--- src/rtl/lomx_pkg.sv ---
// shared constants and types for the ln(1-x) series unit
package lomx_pkg;

  localparam int unsigned XW        = 32;
  localparam int unsigned TC_W      = 9;
  localparam int unsigned TOL_W     = 31;
  localparam int unsigned SUM_W     = 40;
  localparam int unsigned TERMS_SAT = 511;
  localparam int unsigned PROD_W    = 64;

  typedef struct packed {
    logic busy;
    logic done;
  } div_status_t;

endpackage

--- src/rtl/log_one_minus_x_series_unit.sv ---
// top level: ln(1-x) by Taylor series with a shared multiplier and serial divider
//
// Evaluates -(x + x^2/2 + x^3/3 + ...) for a signed Q1.31 x, one transaction at
// a time. A transaction is taken when start_i is high and busy_o is low; the
// result appears on sum_value_o, terms_used_o and hit_limit_o with done_o high
// for exactly one cycle, and the receiver cannot stall it. Each term after the
// first takes four passes through a single 32x32 multiplier and then a
// bit-serial divider that divides by the term index, one quotient bit per cycle,
// on a dividend of PW = max(FRAC_BITS+1, 32) + clog2(MAX_TERMS+1) bits.
module log_one_minus_x_series_unit #(
  parameter int unsigned MAX_TERMS = 256,
  parameter int unsigned FRAC_BITS = 31
) (
  input  logic                                clk_i,
  input  logic                                rst_ni,
  input  logic                                start_i,
  output logic                                busy_o,
  input  logic                                operation_i,
  input  logic signed [lomx_pkg::XW-1:0]      x_value_i,
  input  logic [lomx_pkg::TC_W-1:0]           term_count_i,
  input  logic [lomx_pkg::TOL_W-1:0]          tolerance_i,
  output logic                                done_o,
  output logic signed [lomx_pkg::SUM_W-1:0]   sum_value_o,
  output logic [lomx_pkg::TC_W-1:0]           terms_used_o,
  output logic                                hit_limit_o
);

  localparam int unsigned XW    = lomx_pkg::XW;
  localparam int unsigned PRW   = lomx_pkg::PROD_W;
  localparam int unsigned SUMW  = lomx_pkg::SUM_W;
  localparam int unsigned UP    = (FRAC_BITS >= 31) ? FRAC_BITS - 31 : 0;
  localparam int unsigned DN    = (FRAC_BITS < 31) ? 31 - FRAC_BITS : 0;
  localparam int unsigned MW    = (FRAC_BITS + 1 > 32) ? FRAC_BITS + 1 : 32;
  localparam int unsigned KW    = $clog2(MAX_TERMS + 1);
  localparam int unsigned PW    = MW + KW;
  localparam int unsigned ACC_W = MW + 5;
  localparam int unsigned CW    = MW + DN;
  localparam int unsigned RW    = ACC_W + DN + 4;

  localparam logic [3:0] ST_IDLE  = 4'd0;
  localparam logic [3:0] ST_CHECK = 4'd1;
  localparam logic [3:0] ST_MUL0  = 4'd2;
  localparam logic [3:0] ST_MUL1  = 4'd3;
  localparam logic [3:0] ST_MUL2  = 4'd4;
  localparam logic [3:0] ST_MUL3  = 4'd5;
  localparam logic [3:0] ST_DIV   = 4'd6;
  localparam logic [3:0] ST_ACC   = 4'd7;
  localparam logic [3:0] ST_FIN   = 4'd8;

  logic [3:0]             state_q, state_d;
  logic                   op_q, op_d;
  logic                   xneg_q, xneg_d;
  logic [XW-1:0]          xmag_q, xmag_d;
  logic [KW-1:0]          n_q, n_d;
  logic [lomx_pkg::TOL_W-1:0] tol_q, tol_d;
  logic [MW-1:0]          mag_q, mag_d;
  logic [ACC_W-1:0]       acc_q, acc_d;
  logic                   tneg_q, tneg_d;
  logic [KW-1:0]          count_q, count_d;
  logic [PRW-1:0]         prod_q, prod_d;
  logic                   hit_q, hit_d;
  logic                   done_q, done_d;
  logic [SUMW-1:0]        sum_q, sum_d;
  logic [lomx_pkg::TC_W-1:0] terms_q, terms_d;
  logic                   hit_out_q, hit_out_d;

  logic [XW-1:0]          x_mag_in;
  logic [MW-1:0]          mag_init;
  logic [XW-1:0]          mul_a, mul_b;
  logic [PRW-1:0]         mul_p;
  logic [XW-1:0]          mag_lo, mag_hi;
  logic                   div_start;
  logic [PW-1:0]          div_dividend;
  logic [KW-1:0]          div_divisor;
  logic [PW-1:0]          div_quot;
  lomx_pkg::div_status_t  div_st;
  logic [CW-1:0]          tol_lhs, tol_rhs;
  logic                   below_tol, at_cap, fixed_done;
  logic [ACC_W-1:0]       res_mag;
  logic                   res_neg;
  logic [RW-1:0]          res_scaled, res_sat, lim;
  logic                   tneg_next;

  assign x_mag_in = x_value_i[XW-1] ? XW'(-x_value_i) : XW'(x_value_i);
  assign mag_init = (MW'(x_mag_in) << UP) >> DN;

  assign mag_lo = XW'(mag_q[30:0]);
  assign mag_hi = XW'(mag_q[MW-1:31]);

  // shared multiplier
  always_comb begin
    mul_a = mag_lo;
    mul_b = xmag_q;
    case (state_q)
      ST_MUL1: begin
        mul_a = mag_hi;
        mul_b = xmag_q;
      end
      ST_MUL2: begin
        mul_a = mag_lo;
        mul_b = XW'(count_q);
      end
      ST_MUL3: begin
        mul_a = mag_hi;
        mul_b = XW'(count_q);
      end
      default: begin
        mul_a = mag_lo;
        mul_b = xmag_q;
      end
    endcase
  end
  assign mul_p = PRW'(mul_a) * PRW'(mul_b);

  assign div_start    = (state_q == ST_MUL3);
  assign div_dividend = (PW'(mul_p) << 31) + PW'(prod_q);
  assign div_divisor  = count_q + KW'(1);

  lomx_divider #(
    .DIVIDEND_W (PW),
    .DIVISOR_W  (KW)
  ) u_div (
    .clk_i      (clk_i),
    .rst_ni     (rst_ni),
    .start_i    (div_start),
    .dividend_i (div_dividend),
    .divisor_i  (div_divisor),
    .quotient_o (div_quot),
    .status_o   (div_st)
  );

  assign tol_lhs    = CW'(mag_q) << DN;
  assign tol_rhs    = CW'(tol_q) << UP;
  assign below_tol  = tol_lhs < tol_rhs;
  assign at_cap     = 32'(count_q) >= 32'(MAX_TERMS);
  assign fixed_done = 32'(count_q) >= 32'(n_q);
  assign tneg_next  = tneg_q ^ xneg_q;

  // result is -acc, saturated to the output range
  assign res_neg    = !acc_q[ACC_W-1] && (acc_q != '0);
  assign res_mag    = acc_q[ACC_W-1] ? -acc_q : acc_q;
  assign res_scaled = (RW'(res_mag) << DN) >> UP;
  assign lim        = RW'(1) << (SUMW - 1);
  always_comb begin
    res_sat = res_scaled;
    if (res_neg) begin
      if (res_scaled > lim) begin
        res_sat = lim;
      end
    end else if (res_scaled > lim - RW'(1)) begin
      res_sat = lim - RW'(1);
    end
  end

  always_comb begin
    state_d   = state_q;
    op_d      = op_q;
    xneg_d    = xneg_q;
    xmag_d    = xmag_q;
    n_d       = n_q;
    tol_d     = tol_q;
    mag_d     = mag_q;
    acc_d     = acc_q;
    tneg_d    = tneg_q;
    count_d   = count_q;
    prod_d    = prod_q;
    hit_d     = hit_q;
    done_d    = 1'b0;
    sum_d     = sum_q;
    terms_d   = terms_q;
    hit_out_d = hit_out_q;
    unique case (state_q)
      ST_IDLE: begin
        if (start_i) begin
          op_d    = operation_i;
          xneg_d  = x_value_i[XW-1];
          xmag_d  = x_mag_in;
          tol_d   = tolerance_i;
          mag_d   = mag_init;
          tneg_d  = x_value_i[XW-1];
          acc_d   = x_value_i[XW-1] ? -ACC_W'(mag_init) : ACC_W'(mag_init);
          count_d = KW'(1);
          hit_d   = 1'b0;
          if (term_count_i == '0) begin
            n_d = KW'(1);
          end else if (32'(term_count_i) > 32'(MAX_TERMS)) begin
            n_d = KW'(MAX_TERMS);
          end else begin
            n_d = KW'(term_count_i);
          end
          state_d = ST_CHECK;
        end
      end
      ST_CHECK: begin
        if (!op_q) begin
          state_d = fixed_done ? ST_FIN : ST_MUL0;
        end else if (below_tol) begin
          state_d = ST_FIN;
        end else if (at_cap) begin
          hit_d   = 1'b1;
          state_d = ST_FIN;
        end else begin
          state_d = ST_MUL0;
        end
      end
      ST_MUL0: begin
        prod_d  = mul_p;
        state_d = ST_MUL1;
      end
      ST_MUL1: begin
        mag_d   = MW'(mul_p + (prod_q >> 31));
        state_d = ST_MUL2;
      end
      ST_MUL2: begin
        prod_d  = mul_p;
        state_d = ST_MUL3;
      end
      ST_MUL3: begin
        state_d = ST_DIV;
      end
      ST_DIV: begin
        if (div_st.done) begin
          state_d = ST_ACC;
        end
      end
      ST_ACC: begin
        mag_d   = MW'(div_quot);
        tneg_d  = tneg_next;
        acc_d   = tneg_next ? acc_q - ACC_W'(div_quot[MW-1:0])
                            : acc_q + ACC_W'(div_quot[MW-1:0]);
        count_d = count_q + KW'(1);
        state_d = ST_CHECK;
      end
      ST_FIN: begin
        sum_d     = res_neg ? -SUMW'(res_sat) : SUMW'(res_sat);
        terms_d   = (32'(count_q) > lomx_pkg::TERMS_SAT) ?
                    lomx_pkg::TC_W'(lomx_pkg::TERMS_SAT) : lomx_pkg::TC_W'(count_q);
        hit_out_d = hit_q;
        done_d    = 1'b1;
        state_d   = ST_IDLE;
      end
      default: begin
        state_d = ST_IDLE;
      end
    endcase
  end

  always_ff @(posedge clk_i or negedge rst_ni) begin
    if (!rst_ni) begin
      state_q <= ST_IDLE;
      done_q  <= 1'b0;
    end else begin
      state_q <= state_d;
      done_q  <= done_d;
    end
  end

  always_ff @(posedge clk_i) begin
    op_q      <= op_d;
    xneg_q    <= xneg_d;
    xmag_q    <= xmag_d;
    n_q       <= n_d;
    tol_q     <= tol_d;
    mag_q     <= mag_d;
    acc_q     <= acc_d;
    tneg_q    <= tneg_d;
    count_q   <= count_d;
    prod_q    <= prod_d;
    hit_q     <= hit_d;
    sum_q     <= sum_d;
    terms_q   <= terms_d;
    hit_out_q <= hit_out_d;
  end

  assign busy_o       = (state_q != ST_IDLE);
  assign done_o       = done_q;
  assign sum_value_o  = $signed(sum_q);
  assign terms_used_o = terms_q;
  assign hit_limit_o  = hit_out_q;

  a_start_busy: assert property (@(posedge clk_i) disable iff (!rst_ni)
    start_i && !busy_o |=> busy_o)
    else $error("accepted transaction did not make the unit busy");

  a_done_from_fin: assert property (@(posedge clk_i) disable iff (!rst_ni)
    done_o |-> $past(state_q == ST_FIN))
    else $error("result strobe without finishing step");

  a_hit_tol_mode: assert property (@(posedge clk_i) disable iff (!rst_ni)
    done_o && hit_limit_o |-> op_q)
    else $error("term cap flag raised in fixed mode");

  a_terms_nonzero: assert property (@(posedge clk_i) disable iff (!rst_ni)
    done_o |-> terms_used_o != '0)
    else $error("result reports zero terms");

  a_div_to_acc: assert property (@(posedge clk_i) disable iff (!rst_ni)
    state_q == ST_DIV && div_st.done |=> state_q == ST_ACC)
    else $error("divider completion not followed by accumulate");

endmodule

--- src/rtl/lomx_divider.sv ---
// bit-serial restoring divider, one quotient bit per cycle
module lomx_divider #(
  parameter int unsigned DIVIDEND_W = 41,
  parameter int unsigned DIVISOR_W  = 9
) (
  input  logic                      clk_i,
  input  logic                      rst_ni,
  input  logic                      start_i,
  input  logic [DIVIDEND_W-1:0]     dividend_i,
  input  logic [DIVISOR_W-1:0]      divisor_i,
  output logic [DIVIDEND_W-1:0]     quotient_o,
  output lomx_pkg::div_status_t     status_o
);

  localparam int unsigned CNT_W = $clog2(DIVIDEND_W + 1);

  logic [DIVIDEND_W-1:0] dq_q, dq_d;
  logic [DIVISOR_W-1:0]  rem_q, rem_d;
  logic [DIVISOR_W-1:0]  dvs_q, dvs_d;
  logic [CNT_W-1:0]      cnt_q, cnt_d;
  logic                  busy_q, busy_d;
  logic                  done_q, done_d;
  logic [DIVISOR_W:0]    trial;
  logic                  fits;

  assign trial = {rem_q, dq_q[DIVIDEND_W-1]};
  assign fits  = trial >= {1'b0, dvs_q};

  always_comb begin
    dq_d   = dq_q;
    rem_d  = rem_q;
    dvs_d  = dvs_q;
    cnt_d  = cnt_q;
    busy_d = busy_q;
    done_d = 1'b0;
    if (start_i && !busy_q) begin
      dq_d   = dividend_i;
      rem_d  = '0;
      dvs_d  = divisor_i;
      cnt_d  = CNT_W'(DIVIDEND_W);
      busy_d = 1'b1;
    end else if (busy_q) begin
      rem_d = fits ? DIVISOR_W'(trial - {1'b0, dvs_q}) : trial[DIVISOR_W-1:0];
      dq_d  = {dq_q[DIVIDEND_W-2:0], fits};
      cnt_d = cnt_q - CNT_W'(1);
      if (cnt_q == CNT_W'(1)) begin
        busy_d = 1'b0;
        done_d = 1'b1;
      end
    end
  end

  always_ff @(posedge clk_i or negedge rst_ni) begin
    if (!rst_ni) begin
      busy_q <= 1'b0;
      done_q <= 1'b0;
      cnt_q  <= '0;
    end else begin
      busy_q <= busy_d;
      done_q <= done_d;
      cnt_q  <= cnt_d;
    end
  end

  always_ff @(posedge clk_i) begin
    dq_q  <= dq_d;
    rem_q <= rem_d;
    dvs_q <= dvs_d;
  end

  assign quotient_o    = dq_q;
  assign status_o.busy = busy_q;
  assign status_o.done = done_q;

endmodule
--- config.mk ---
export PLATFORM = sky130hd
export DESIGN_NAME = log_one_minus_x_series_unit
export DESIGN_NICKNAME = d
export VERILOG_FILES = /design/src/rtl/lomx_pkg.sv /design/src/rtl/log_one_minus_x_series_unit.sv /design/src/rtl/lomx_divider.sv
export SDC_FILE = /design/constraint.sdc
export NUM_CORES = 2
export LEC_CHECK = 0
export BUFFER_PORTS_ARGS = -buffer_cell sky130_fd_sc_hd__clkbuf_2
export CAP_MARGIN = 20
export CORE_MARGIN = 5
export CORE_UTILIZATION = 40
export CTS_BUF_LIST = sky130_fd_sc_hd__clkbuf_4
export DETAILED_ROUTE_END_ITERATION = 16
export GPL_TIMING_DRIVEN = 0
export PLACE_DENSITY = 0.56
export REMOVE_ABC_BUFFERS = 1
export SKIP_CTS_REPAIR_TIMING = 1
export SYNTH_ARGS = -nofsm -noshare
export SYNTH_HDL_FRONTEND = slang
export SYNTH_HIERARCHICAL = 1
export SYNTH_SLANG_ARGS = --single-unit
export TNS_END_PERCENT = 1
--- constraint.sdc ---
create_clock -name clk_i -period 14 [get_ports clk_i]
set_input_delay 1.4 -clock clk_i [delete_from_list [all_inputs] [get_ports clk_i]]
set_output_delay 1.4 -clock clk_i [all_outputs]
set_load 0.01 [all_outputs]
# Word-level counts from Yosys, hierarchy flattened
# Index checks and enable logic that the tools add are counted.
[classes]
n_eq_ne = 14
bitwise_logic = 1
n_lt_le_gt_ge = 7
add_sub_neg = 11
mul = 1
muxes = 43
reduce_logical = 21
[ops]
columns = ["cell", "count"]
rows = [
  ["$mux 37", 4],
  ["$mux 40", 3],
  ["$mux 32", 3],
  ["$pmux 32 s3", 1],
  ["$mux 41", 2],
  ["$pmux 37 s2", 1],
  ["$mul 31x32->63", 1],
  ["$add 41x41->41", 1],
  ["$gt 37x40->1 const B", 1],
  ["$neg 40->40", 1],
  ["$gt 37x39->1 const B", 1],
  ["$mux 39", 1],
  ["$add 37x32->37", 1],
  ["$neg 32->37", 1],
  ["$neg 37->37", 1],
  ["$reduce_bool 37->1", 1],
  ["$sub 37x32->37", 1],
  ["$add 32x32->32", 1],
  ["$lt 32x31->1", 1],
  ["$neg 32->32", 1],
  ["$pmux 4 s8", 1],
  ["$mux 31", 1],
  ["$mux 9", 3],
  ["$mux 4", 6],
  ["other kinds (29)", 59],
]
[totals]
regBits = 339
out_inout_bits = 52

# Logic depth before layout (Yosys ltp)
[depth]
word_depth = 7
mapped_depth = 43
ltp_nobuf = 38

# Hierarchy
# The synthesis kept the hierarchy.
[by_module_without_submodules]
columns = ["mod", "area_per_inst_um2", "cells_per_inst", "n_inst", "seq_area_each_um2"]
rows = [
  ["log_one_minus_x_series_unit", 49368.6, 5490, 1, 8142.8],
  ["lomx_divider", 3221.8, 234, 1, 1881.8],
]

# Worst setup path after synthesis
# Ideal clock, no wire load.
[synth_timing]
kind = "reg2reg"
from = "register state_q[1]"
to = "register mag_q[29], data pin"
path_slack_ns = 4.681
setup_time_ns = 0.261
period_less_slack_ns = 9.319
path_stages_with_launch = 36
arrival_time_ns = 9.058
path_cell_list = "dfrtp_1 > clkbuf_1 > nand2b_1 > nor2_1 > nor2_1 > clkbuf_1 > and2_0 > clkbuf_1 > nand2_1 > fa_1 > fa_1 > inv_1 > fa_1 > inv_1 > fa_1 > inv_1 > fa_1 > fa_1 > fa_1 > fa_1 > ha_1 > nand3_1 > or3_1 > o21ai_0 > xor2_1 > ha_1 > a21oi_1 > inv_1 > a21oi_1 > o21ai_0 > a21o_1 > a21oi_1 > nor2_1 > a21boi_0 > nand2_1 > a221o_1"
[synth_between]
elab_chain_cells = 6
[synth_lines]
columns = ["element", "line", "text"]
rows = [
  ["from (decl)", "log_one_minus_x_series_unit.sv:50", "logic [3:0] state_q, state_d;"],
  ["from (signal assigned)", "log_one_minus_x_series_unit.sv:253", "state_q <= state_d;"],
  ["$eq 4x3->1 *", "-", ""],
  ["named net div_start", "log_one_minus_x_series_unit.sv:72", "logic div_start;"],
  ["$reduce_or 2->1 (no source line)", "-", ""],
  ["$mux 31 / $mux 32 (equally long branches)", "log_one_minus_x_series_unit.sv:94", "case (state_q)"],
  ["$mul 31x32->63 *", "log_one_minus_x_series_unit.sv:113", "assign mul_p = PRW'(mul_a) * PRW'(mul_b);"],
  ["named net mul_p[20]", "log_one_minus_x_series_unit.sv:70", "logic [PRW-1:0] mul_p;"],
  ["$add 32x32->32 *", "log_one_minus_x_series_unit.sv:211", "mag_d = MW'(mul_p + (prod_q >> 31));"],
  ["$pmux 32 s3 *", "log_one_minus_x_series_unit.sv:172", "unique case (state_q)"],
  ["named net mag_d[29]", "log_one_minus_x_series_unit.sv:56", "logic [MW-1:0] mag_q, mag_d;"],
  ["to (signal assigned)", "log_one_minus_x_series_unit.sv:264", "mag_q <= mag_d;"],
  ["to (decl)", "log_one_minus_x_series_unit.sv:56", ""],
]
# Mark *: on every way through the listed nets, which the timed path passes. The rest lies on a longest branch.
# A chain may end at the register's enable or synchronous reset.

# Worst setup path after layout
[layout_timing]
from = "register state_q[1]"
to = "register mag_q[29], data pin"
[layout_between]
elab_chain_cells = 6
[layout_lines]
columns = ["element", "line"]
rows = [
  ["$eq 4x2->1 / $eq 4x3->1 (equally long branches)", "log_one_minus_x_series_unit.sv:94"],
  ["$reduce_or 2->1 (no source line)", "-"],
  ["$mux 31 / $mux 32 (equally long branches)", "log_one_minus_x_series_unit.sv:94"],
  ["$mul 31x32->63 *", "log_one_minus_x_series_unit.sv:113"],
  ["named net mul_p[20]", "log_one_minus_x_series_unit.sv:70"],
  ["$add 32x32->32 *", "log_one_minus_x_series_unit.sv:211"],
  ["$pmux 32 s3 *", "log_one_minus_x_series_unit.sv:172"],
  ["named net mag_d[29]", "log_one_minus_x_series_unit.sv:56"],
]
# Marks and branches as above.

==> out/metrics.yaml <==
timing:
  setup-violations-final: 0
  hold_ws_ns: 0.3562
  rsz0062_at_grt: "false"
  finalCritPeriodShare_pct: 86.47
  worst_pin_slew_ns: 1.171
  layout_min_cycle_time_ns: 12.11
  final_max_slew_viol_count: 0
  fin_skew_ns: 0.1127
  max_slew_margin_pct: 21.94
  fmax_ghz: 0.08260
  finalHoldViolCount: 0
drt:
  drt-initial-drc-count: 3612
  drt_pass1_iterations: 6
  final_antenna_net_count: 0
  vias: 41527
  wl_mm: 171.8
  avgViaCountPerCell: 5.487
  wire_per_inst_microns: 22.70
  route.detailed.drc: 0
flow_run:
  maxCapViolCount: 0
critical_path:
  timing.rr.start: "state_q[1]$_DFFE_PN0P_"
  required_ns: 14.64
  criticalPathCategory: "flip-flop to flip-flop"
  cpMaxStageDelayCell: "nand2_1"
  reg2reg_depth: 33
  path_max_fanout: 26
  crit_path_end_kind: "flip-flop"
  path_common_cell: "fa_1"
  crit_path_start_kind: "flip-flop"
  rr_endpoint: "mag_q[29]$_DFFE_PP_"
  r2r_slack_ns: 1.89
  cp.arrival_ns: 12.74
  critPathMaxStageDelay_ns: 0.86
global_routing:
  grtUsageTotal_pct: 24.79
  grt_max_degree: 45
  grt_pass1_wl_mm: 260.3
  antenna_found_initial: 7
  grt_overflow_total: 0
  grt_pass1_vias: 42292
yosys:
  synth_warnings: 6
  synthesis.area_sq_um: 52580
  avgSynthCellArea_sq_um: 9.188
  syn_inst: 5723
floorplan:
  fp.dieH_microns: 372.6
  io_pins: 128
  num_rows: 133
  start_util_pct: 40.10
  die_w_microns: 372.6
  die_area_sq_um: 138800
  coreArea_sq_um: 131100
placement:
  gp_congestion: 0.9283
  placed_area_sq_um: 55950
  portBuffers: 127
  dp_hpwl_mm: 138.5
  dp.cells: 7399
finish:
  final_common_cell: "inv_1"
  layout-drive-gt1-share_pct: 7.956
  synthToLayoutAreaGrowth_pct: 8.678
  design_area_sq_um: 57150
  fill_cells: 13001
  final_nets: 7066
  final_cell_mix: "inv_1, nand2_1, fa_1, nor2_1, ha_1"
  fin_cells: 7568
outcome:
  status: "finished clean"
clock_tree:
  cts_buffers: 89
  cts_buffer_depth: 3
  clk_pin_slew_worst_paths_ns: 0.07
  clkLatencyLatePin_ns: 0.95
  cts_max_level: 3
  cts_root_buf: "clkbuf_4"
  tritoncts: "built"
  clock-sinks: 339
min_path:
  hold_path_class: "input pin to asynchronous set/reset pin"
## worst max path at each step
stage	start	endpoint	slack, ns	depth (start not counted)
6_report	state_q[1]$_DFFE_PN0P_	mag_q[29]$_DFFE_PP_	1.89	33
2_1_floorplan	state_q[1]$_DFFE_PN0P_	mag_q[29]$_DFFE_PP_	2.89	33
3_3_place_gp	state_q[1]$_DFFE_PN0P_	mag_q[29]$_DFFE_PP_	-1.03	33
5_1_grt	state_q[1]$_DFFE_PN0P_	mag_q[29]$_DFFE_PP_	1.58	33
4_1_cts	state_q[1]$_DFFE_PN0P_	mag_q[29]$_DFFE_PP_	2.08	33
3_5_place_dp	state_q[1]$_DFFE_PN0P_	mag_q[29]$_DFFE_PP_	2.12	33
## routing by layer
| metal | GRT usage [%] | vias to the layer above | wire length [microns] |
|---|---|---|---|
| met5 | 0 | - | 14 |
| met4 | 8.999 | 2 | 6944 |
| met3 | 3.858 | 331 | 13050 |
| met2 | 40.35 | 1637 | 79780 |
| met1 | 33.68 | 21188 | 71980 |
| li1 | - | 18369 | - |
## layout make-up
type / instances / area (sq um) / area share (%)
Sequential cell: 339 / 10020 / 17.54
Inverter: 966 / 3628 / 6.349
Clock inverter: 36 / 215.2 / 0.3766
Antenna cell: 6 / 15.01 / 0.02627
Timing Repair Buffer: 204 / 2082 / 3.643
Multi-Input combinational cell: 4139 / 38060 / 66.60
Clock buffer: 123 / 923.4 / 1.616
Tap cell: 1755 / 2196 / 3.843
## stage by stage
stage	util (%)	setup slack, ns	setup TNS, ns
after floorplan	-	2.891	0
after global placement	41.44	-1.034	-6.913
after detailed placement	42.67	2.119	0
after CTS	43.54	2.079	0
after global routing	43.57	1.576	0
final	43.58	1.894	0
## critical path, delay by kind of cell (launching register included)
kind,cells,cell delay [ns]
adders and majority gates,10,4.77
and+or+nand+nor,9,3.23
AOI/OAI and AO/OA,8,2.35
DFF,1,0.58
xor gates and xnor gates,1,0.55
buffers and inverters,5,0.27
## state kept, by name (all words and copies together), names as in the netlist, 4 cells and up
register,count
acc_q,37
count_q,9
mag_q,32
n_q,9
prod_q,63
state_q,4
sum_value_o,40
terms_used_o,9
tol_q,31
u_div/cnt_q,6
u_div/dvs_q,9
u_div/quotient_o,41
u_div/rem_q,9
xmag_q,32
Power is left out: the tool's default activity adds up to more than one toggle a clock period on the data nets, which glitch-free logic cannot reach.
